File: config.mk
export PLATFORM = sky130hd
export DESIGN_NAME = gar_front
export DESIGN_NICKNAME = d
export VERILOG_FILES = /design/src/design/gar_pkg.sv /design/src/design/gar_front.sv
export VERILOG_INCLUDE_DIRS = /design/src /design/src/design
export SDC_FILE = /design/constraint.sdc
export NUM_CORES = 1
export LEC_CHECK = 0
export BUFFER_PORTS_ARGS = -buffer_cell sky130_fd_sc_hd__buf_4
export CAP_MARGIN = 20
export CELL_PAD_IN_SITES_DETAIL_PLACEMENT = 1
export CELL_PAD_IN_SITES_GLOBAL_PLACEMENT = 1
export CORE_ASPECT_RATIO = 1.1
export CORE_MARGIN = 8
export CORE_UTILIZATION = 30
export CTS_BUF_LIST = sky130_fd_sc_hd__clkbuf_16
export DETAILED_ROUTE_END_ITERATION = 8
export GPL_TIMING_DRIVEN = 0
export PLACE_DENSITY = 0.65
export SYNTH_ARGS = -nofsm -noshare
export SYNTH_HDL_FRONTEND = slang
export SYNTH_SLANG_ARGS = --single-unit
export TNS_END_PERCENT = 10
File: constraint.sdc
create_clock -name clk -period 4.8 [get_ports clk]
set_clock_uncertainty 0.2 [all_clocks]
set_input_delay 0 -clock clk [delete_from_list [all_inputs] [get_ports clk]]
set_output_delay 0 -clock clk [all_outputs]
set_load 0.05 [all_outputs]
File: src/design/gaussian_audio_resampler_core_defines.svh
// ---------------------------------------------------------------------------
// Resampler assertion macros
// Clocked assertion helpers shared by the resampler modules; empty for synthesis.
// ---------------------------------------------------------------------------
`ifndef GAUSSIAN_AUDIO_RESAMPLER_CORE_DEFINES_SVH
`define GAUSSIAN_AUDIO_RESAMPLER_CORE_DEFINES_SVH
`ifndef SYNTHESIS
`define GAR_ASSERT(lbl, cond, msg) \
    lbl: assert property (@(posedge clk) disable iff (!rst_n) (cond)) else $error(msg);
`define GAR_ASSERT_IMPL(lbl, ante, cons, msg) \
    lbl: assert property (@(posedge clk) disable iff (!rst_n) (ante) |-> (cons)) \
        else $error(msg);
`else
`define GAR_ASSERT(lbl, cond, msg)
`define GAR_ASSERT_IMPL(lbl, ante, cons, msg)
`endif
`endif

File: src/design/gar_pkg.sv
// ---------------------------------------------------------------------------
// Resampler package
// Shared types, codes and the Gaussian weight generator.
// ---------------------------------------------------------------------------
`timescale 1ns / 1ps
`default_nettype none
package gar_pkg;

    localparam int unsigned STEP_W  = 24;
    localparam int unsigned DEPTH_W = 2;
    localparam int unsigned MAX_OUT = 64;

    localparam logic [STEP_W-1:0] MIN_STEP      = 24'd4096;
    localparam logic [STEP_W-1:0] RATE_STEP_RST = 24'd65536;

    localparam logic [1:0] REG_RATE_STEP    = 2'd0;
    localparam logic [1:0] REG_SOURCE_DEPTH = 2'd1;
    localparam logic [1:0] REG_TARGET_DEPTH = 2'd2;

    localparam logic [DEPTH_W-1:0] DEPTH_8  = 2'd0;
    localparam logic [DEPTH_W-1:0] DEPTH_16 = 2'd1;
    localparam logic [DEPTH_W-1:0] DEPTH_32 = 2'd2;

    typedef struct packed {
        logic        last;
        logic [31:0] sample;
    } item_t;

    typedef struct packed {
        logic        done;
        logic        last;
        logic [31:0] sample;
    } result_t;

    typedef enum logic [3:0] {
        S_IDLE,
        S_LOOP,
        S_LASTCHK,
        S_FLUSH,
        S_ISTART,
        S_IMUL,
        S_IACC,
        S_IDIVS,
        S_IDIVW,
        S_IDONE,
        S_EMUL,
        S_EPUSH,
        S_FIN
    } back_state_t;

    // exp(-(a/2^pbits)^2) in Q1.15: series for exp(-y/32), then squared five times
    function automatic logic [15:0] weight_q15(input int a, input int pbits);
        logic [63:0] f;
        logic [63:0] s;
        logic [63:0] t;
        logic [63:0] r;
        f = (64'(a) * 64'(a)) << (27 - 2 * pbits);
        s = 64'd1 << 32;
        t = 64'd1 << 32;
        for (int k = 1; k <= 16; k++) begin
            t = ((t * f) >> 32) / 64'(k);
            if ((k % 2) == 1) begin
                s = s - t;
            end else begin
                s = s + t;
            end
        end
        for (int q = 0; q < 5; q++) begin
            if (s < (64'd1 << 32)) begin
                s = (s * s) >> 32;
            end
        end
        r = (s + (64'd1 << 16)) >> 17;
        return r[15:0];
    endfunction

endpackage
`default_nettype wire

File: src/design/gar_front.sv
// ---------------------------------------------------------------------------
// Resampler front end
// Accepts raw items, decodes them to Q1.31 and queues them for the back end.
// ---------------------------------------------------------------------------
`timescale 1ns / 1ps
`default_nettype none
`include "gaussian_audio_resampler_core_defines.svh"
module gar_front (
    input  wire logic                             clk,
    input  wire logic                             rst_n,
    input  wire logic [gar_pkg::DEPTH_W-1:0]      source_depth,
    input  wire logic                             s_tvalid,
    output logic                                  s_tready,
    input  wire logic [31:0]                      s_tdata,   // raw_sample
    input  wire logic                             s_tlast,   // stream_end
    output logic                                  q_valid,
    output gar_pkg::item_t                        q_item,
    input  wire logic                             q_pop
);

    gar_pkg::item_t slot_reg [2];
    logic           wr_ptr_reg, wr_ptr_next;
    logic           rd_ptr_reg, rd_ptr_next;
    logic [1:0]     cnt_reg, cnt_next;
    logic           push;
    logic [31:0]    decoded;

    always_comb
    begin
        case (source_depth)
            gar_pkg::DEPTH_8:  decoded = {~s_tdata[7], s_tdata[6:0], 24'd0};
            gar_pkg::DEPTH_16: decoded = {s_tdata[15:0], 16'd0};
            default:           decoded = s_tdata;
        endcase
    end

    assign s_tready = (cnt_reg != 2'd2);
    assign push     = s_tvalid && s_tready;
    assign q_valid  = (cnt_reg != 2'd0);
    assign q_item   = slot_reg[rd_ptr_reg];

    always_comb
    begin
        wr_ptr_next = push ? ~wr_ptr_reg : wr_ptr_reg;
        rd_ptr_next = q_pop ? ~rd_ptr_reg : rd_ptr_reg;
        cnt_next    = cnt_reg + 2'(push) - 2'(q_pop);
    end

    always_ff @(posedge clk or negedge rst_n)
    begin
        if (!rst_n)
        begin
            wr_ptr_reg <= 1'b0;
            rd_ptr_reg <= 1'b0;
            cnt_reg    <= 2'd0;
        end
        else
        begin
            wr_ptr_reg <= wr_ptr_next;
            rd_ptr_reg <= rd_ptr_next;
            cnt_reg    <= cnt_next;
        end
    end

    always_ff @(posedge clk)
    begin
        if (push)
        begin
            slot_reg[wr_ptr_reg] <= '{last: s_tlast, sample: decoded};
        end
    end

    `GAR_ASSERT_IMPL(a_pop_nonempty, q_pop, q_valid, "queue popped while empty")
    `GAR_ASSERT_IMPL(a_push_visible, push && !q_pop, ##1 q_valid, "pushed item not queued")

endmodule
`default_nettype wire

* Word level (Yosys, flattened, before mapping)
Memories as Yosys holds them, arrays and structs flattened.
Cells that the tools add are included.
** Word-level totals
- Memories kept :: 1
- Memory bits (writable) :: 66
- Flip-flop bits (word level) :: 4
- Output and inout bits :: 35
** Cells by class
- Add/subtract/negate cells :: 2
- Multiplexer cells :: 3
- Reductions and logical operators :: 3
- Eq/ne operators :: 2
- Bitwise logic cells :: 3
** Memory list
- slot_reg :: words 2, bits a word 33, rd ports 1, clocked after memory_dff 0, write ports 1, RTL line gar_front.sv:21 : gar_pkg::item_t slot_reg [2];
** Operators with widths (count)
- 32-bit case mux with 2 select lines :: 1
- 1-bit inverter :: 3
- 2-bit by 1-bit adder with 2-bit output :: 1
- 2-bit by 1-bit == test with 1-bit output, second input constant :: 1
- 2-bit logical NOT :: 1
- 1-bit 2-to-1 mux :: 2
- 2-bit != test, second input constant :: 1
- 2-bit nonzero test :: 1
- 2-bit by 1-bit subtractor with 2-bit output :: 1
- 1-bit logical AND :: 1

* Logic depth before layout (Yosys ltp)
- Word-level depth :: 4
- Gate-level depth with buffers :: 5
- Mapped depth without buffers :: 5

* Worst setup path before layout
Ideal clock, no wire load.
- Kind :: reg2reg
- Start point :: reg cnt_reg[0]
- End point :: mem slot_reg[0][0] (netlist bit) (enable)
- Setup time :: 423 ps
- Stages on the path, launching flop included :: 4
- Required time :: 4177 ps
- Buffers on the path :: 0
- Period minus slack after synthesis :: 3083 ps
- Data arrival time :: 2460 ps
- Slack :: 1717 ps
- Cell sequence :: dfrtp_1 > nand2b_1 > nand2_1 > nor2_1
** On the way
- Longest elaborated chain between the ends :: 4
** RTL lines
- start: declaration :: RTL line gar_front.sv:24 : logic [1:0] cnt_reg, cnt_next;
- start signal: assignment :: RTL line gar_front.sv:61 : cnt_reg <= cnt_next;
- 2-bit != test :: RTL line gar_front.sv:37 : assign s_tready = (cnt_reg != 2'd2);
- via s_tready :: RTL line gar_front.sv:13 : output logic s_tready,
- 1-bit logical AND :: RTL line gar_front.sv:38 : assign push = s_tvalid && s_tready;
- 1-bit 2-to-1 mux :: RTL line gar_front.sv:67 : if (push)
- 1-bit 2-to-1 mux (not written as such) :: RTL line gar_front.sv:69 : slot_reg[wr_ptr_reg] <= '{last: s_tlast, sample: decoded};
- end: declaration :: RTL line gar_front.sv:21
The timed path passes the listed nets, and every way through them passes these cells.

* Worst setup path after layout
- Start point :: reg cnt_reg[0]
- End point :: mem slot_reg[0][20] (netlist bit) (enable)
** On the way
- Longest elaborated chain between the ends :: 4
** RTL lines (RTL line)
- 2-bit != test :: gar_front.sv:37
- 1-bit logical AND :: gar_front.sv:38
- 1-bit 2-to-1 mux :: gar_front.sv:67
- 1-bit 2-to-1 mux (not written as such) :: gar_front.sv:69
No other way between the ends.

==> summary.md <==
| Metric | Value |
|---|---|
| Status | `completed` |
| Tot Pwr | `2.859 mW` |
| Wire length of the first global-routing pass | `12240 µm` |
| Slowest cell on crit path | `nor2_4` |
| Die width | `113.0 µm` |
| Share of layout cells above drive strength 1 | `0.4198` |
| Setup ws final | `2.869 ns` |
| Die ar. | `13870 µm²` |
| Die height | `122.7 µm` |
| ANT cells | `0` |
| WL/cell | `17.46 µm` |
| CTS resizes | `0` |
| Hold Path Class | `in2reg` |
| DR top layer | `met4` |
| Max IR drop VDD | `0.3123 mV` |
| Layout area overhead | `47.20%` |
| I/O Buffers | `71` |
| Unrepaired setup endpoints after global routing | `no` |
| Number of global-route vias before repair | `2325` |
| Least-Margin Pin Slew | `0.8293 ns` |
| Drt pass-1 iters | `4` |
| Max-cap violations | `0` |
| Kind of critical path | `reg2reg` |
| Row count | `39` |
| Drt via density | `4.492` |
| Total number of vias | `2008` |
| Post-CTS Setup Repair Bufs | `0` |
| Clock power share | `0.223` |
| Post-synth top cells | `edfxtp_1 (66), mux2_4 (29), nand2_1 (25)` |
| Wirelength, routed | `7803 µm` |
| Setup violators final | `0` |
| Initial antenna violation count | `0` |
| Sum Neg Setup Slack | `0 ns` |
| CTS tree | `built` |
| Cell area power density | `625.3 nW/µm²` |
| Met2 wire length | `4056 µm` |
| Layout Nets | `359` |
| Worst-path clk slew | `0.06 ns` |
| Data arrival, critical path | `1.76 ns` |
| Crit path required time | `4.63 ns` |
| Pleak | `1.874 nW` |
| Synth top area cells | `edfxtp_1 (64%), mux2_4 (14%), and2_1 (3.2%)` |
| Post-synth EDFFs | `66` |
| Fmax achieved | `0.5178 GHz` |
| Ys async rst share | `0.05714` |
| Count leader, synth | `edfxtp_1` |
| Final hold vios | `0` |
| Post-synthesis sequential area ratio | `0.6702` |
| Synth unique cells | `23` |
| DRT iter0 DRCs | `28` |
| DRC Markers | `0` |
| Cell area after synthesis | `3107 µm²` |
| Clock root cell | `clkbuf_16` |
| Top FF cell, synth | `edfxtp_1` |
| M1 WL | `3238 µm` |
| Gr ovfl total | `0` |
| WL met3 | `375 µm` |
| CTS max path bufs | `2` |
| Post-route clock period utilization | `0.4024` |
| Fin. max-slew vios | `0` |
| Final HPWL DP | `5237 µm` |
| Pre-CTS setup slack | `2.846 ns` |
| Sequential share of power | `0.313` |
| CP Cell Sequence | `nand2b_1, nand2_1, nor2_4, buf_16` |
| Post-route minimum period | `1.931 ns` |
| Largest area contributor in the netlist | `edfxtp_1` |
| Slew Limit Headroom | `0.4471` |
| Startpoint Class | `flop` |
| CTS Buf Count | `9` |
| Pin count of the biggest net entering global routing | `34` |
| # IOs | `74` |
| Sw power | `1.107 mW` |
| Yosys top cell area share | `0.6379` |
| Dominant delay contributor by cell family on the critical path | `simple AND/OR/NAND/NOR gates` |
| CTS H-tree depth | `3` |
| Crit-path max FO | `19` |
| Synth Register Bits | `70` |
| Crit path largest cell delay | `0.45 ns` |
| Core Region | `10250 µm²` |
| Sw Ratio | `0.3872` |
| Latest clock arrival within the worst-skew pair | `0.32 ns` |
| Max reg flops | `66` |
| Critical Path End Type | `flop` |
| Synthesized net count | `231` |
| P_int | `1.752 mW` |
| GPL Wtd Cong | `0.7065` |
| Cells after synthesis | `191` |
| Mean Syn Cell Area | `16.27 µm²` |
| TritonCTS Sinks | `70` |
| Gr usage total | `0.1176` |
| Filler cells | `1054` |
| Comb power frac | `0.464` |
| # hold bufs at CTS | `45` |
| Yosys warning count | `0` |
| WP buf/inv | `1` |
| Initial Util | `0.3032` |
| Post-DRT Antenna Nets | `0` |
-- path summary, 6_finish.rpt --
path | from | endpoint | slack [ns] | depth (start not counted)
hold / removal | source_depth[0] | slot_reg[1][31] | 0.05 | 3
setup / recovery | cnt_reg[0] | slot_reg[0][20] | 2.87 | 4
max in group asynchronous | rst_n | rd_ptr_reg | 3.83 | 3
hold reg to reg | wr_ptr_reg | wr_ptr_reg | 0.35 | 1
setup reg to reg | cnt_reg[0] | slot_reg[0][20] | 2.87 | 4
min in group asynchronous | rst_n | cnt_reg[0] | 0.40 | 3
-- layer usage --
metal	GRT usage	up-vias
met1	0.1297	988
li1	-	958
met3	0.03150	10
met4	0.05750	0
met2	0.2070	52
met5	0	-
-- cell families after synthesis --
group | Yosys count | synth area share
AOI/OAI and AO/OA | 18 | 0.03182
xor gates and xnor gates | 4 | 0.01128
adders and majority gates | 1 | 0.004027
buffers and inverters | 11 | 0.02819
DFF | 70 | 0.6702
muxes | 41 | 0.1808
and+or+nand+nor | 46 | 0.07370
-- cell type report --
cell class                      instances  area (µm²)  share of cell area
Multi-Input combinational cell        110       945.9              0.2068
Sequential cell                        70        2082              0.4553
Buffer                                 11       87.58             0.01915
Timing Repair Buffer                  117        1011              0.2211
Clock buffer                            9       225.2             0.04925
Clock inverter                          7       67.56             0.01477
Tap cell                              123       153.9             0.03365
-- worst reg2reg max path, cell delays in order (launching register included) --
cell and delay (ns):
dfrtp_1 0.39, nand2b_1 0.18, nand2_1 0.17, nor2_4 0.45
buf_16 0.24
-- stage by stage --
step | util | instances | instance area (µm²) | hold WS (ns)
5_1_grt | 0.4463 | 447 | 4573 | 0.08116
6_report | 0.4463 | 447 | 4573 | 0.05377
3_3_place_gp | 0.3702 | 385 | 3794 | -0.4015
3_5_place_dp | 0.3737 | 386 | 3830 | -0.3998
4_1_cts | 0.4463 | 447 | 4573 | 0.04889
2_1_floorplan | - | 191 | 3107 | -0.4956
-- cell usage in the layout (no fill, tap or decap), drive strengths merged --
cell type,synthesis,final
buf,10,82
edfxtp,66,66
dlygate4sd3,0,45
mux2,34,34
nand2,25,25
and2,16,16
o21ai,16,16
clkbuf,1,10
mux2i,7,7
dfrtp,4,4
xnor2,3,3
clkinv,0,3
clkinvlp,0,2
nand2b,1,1
a21bo,1,1
nor3b,1,1
a21oi,1,1
or2,1,1
and3,1,1
nor2,1,1
xor2,1,1
ha,1,1
inv,0,1
bufinv,0,1
-- power by group through the flow --
stage	Sequential (mW)	Clock (mW)	Combinational (mW)
2_1_floorplan	0.896	0	0.954
3_3_place_gp	0.905	0	1.29
3_5_place_dp	0.908	0	1.32
4_1_cts	0.896	0.658	1.35
5_1_grt	0.908	0.677	1.39
6_report	0.894	0.639	1.33
(Power assumes the default switching activity.)
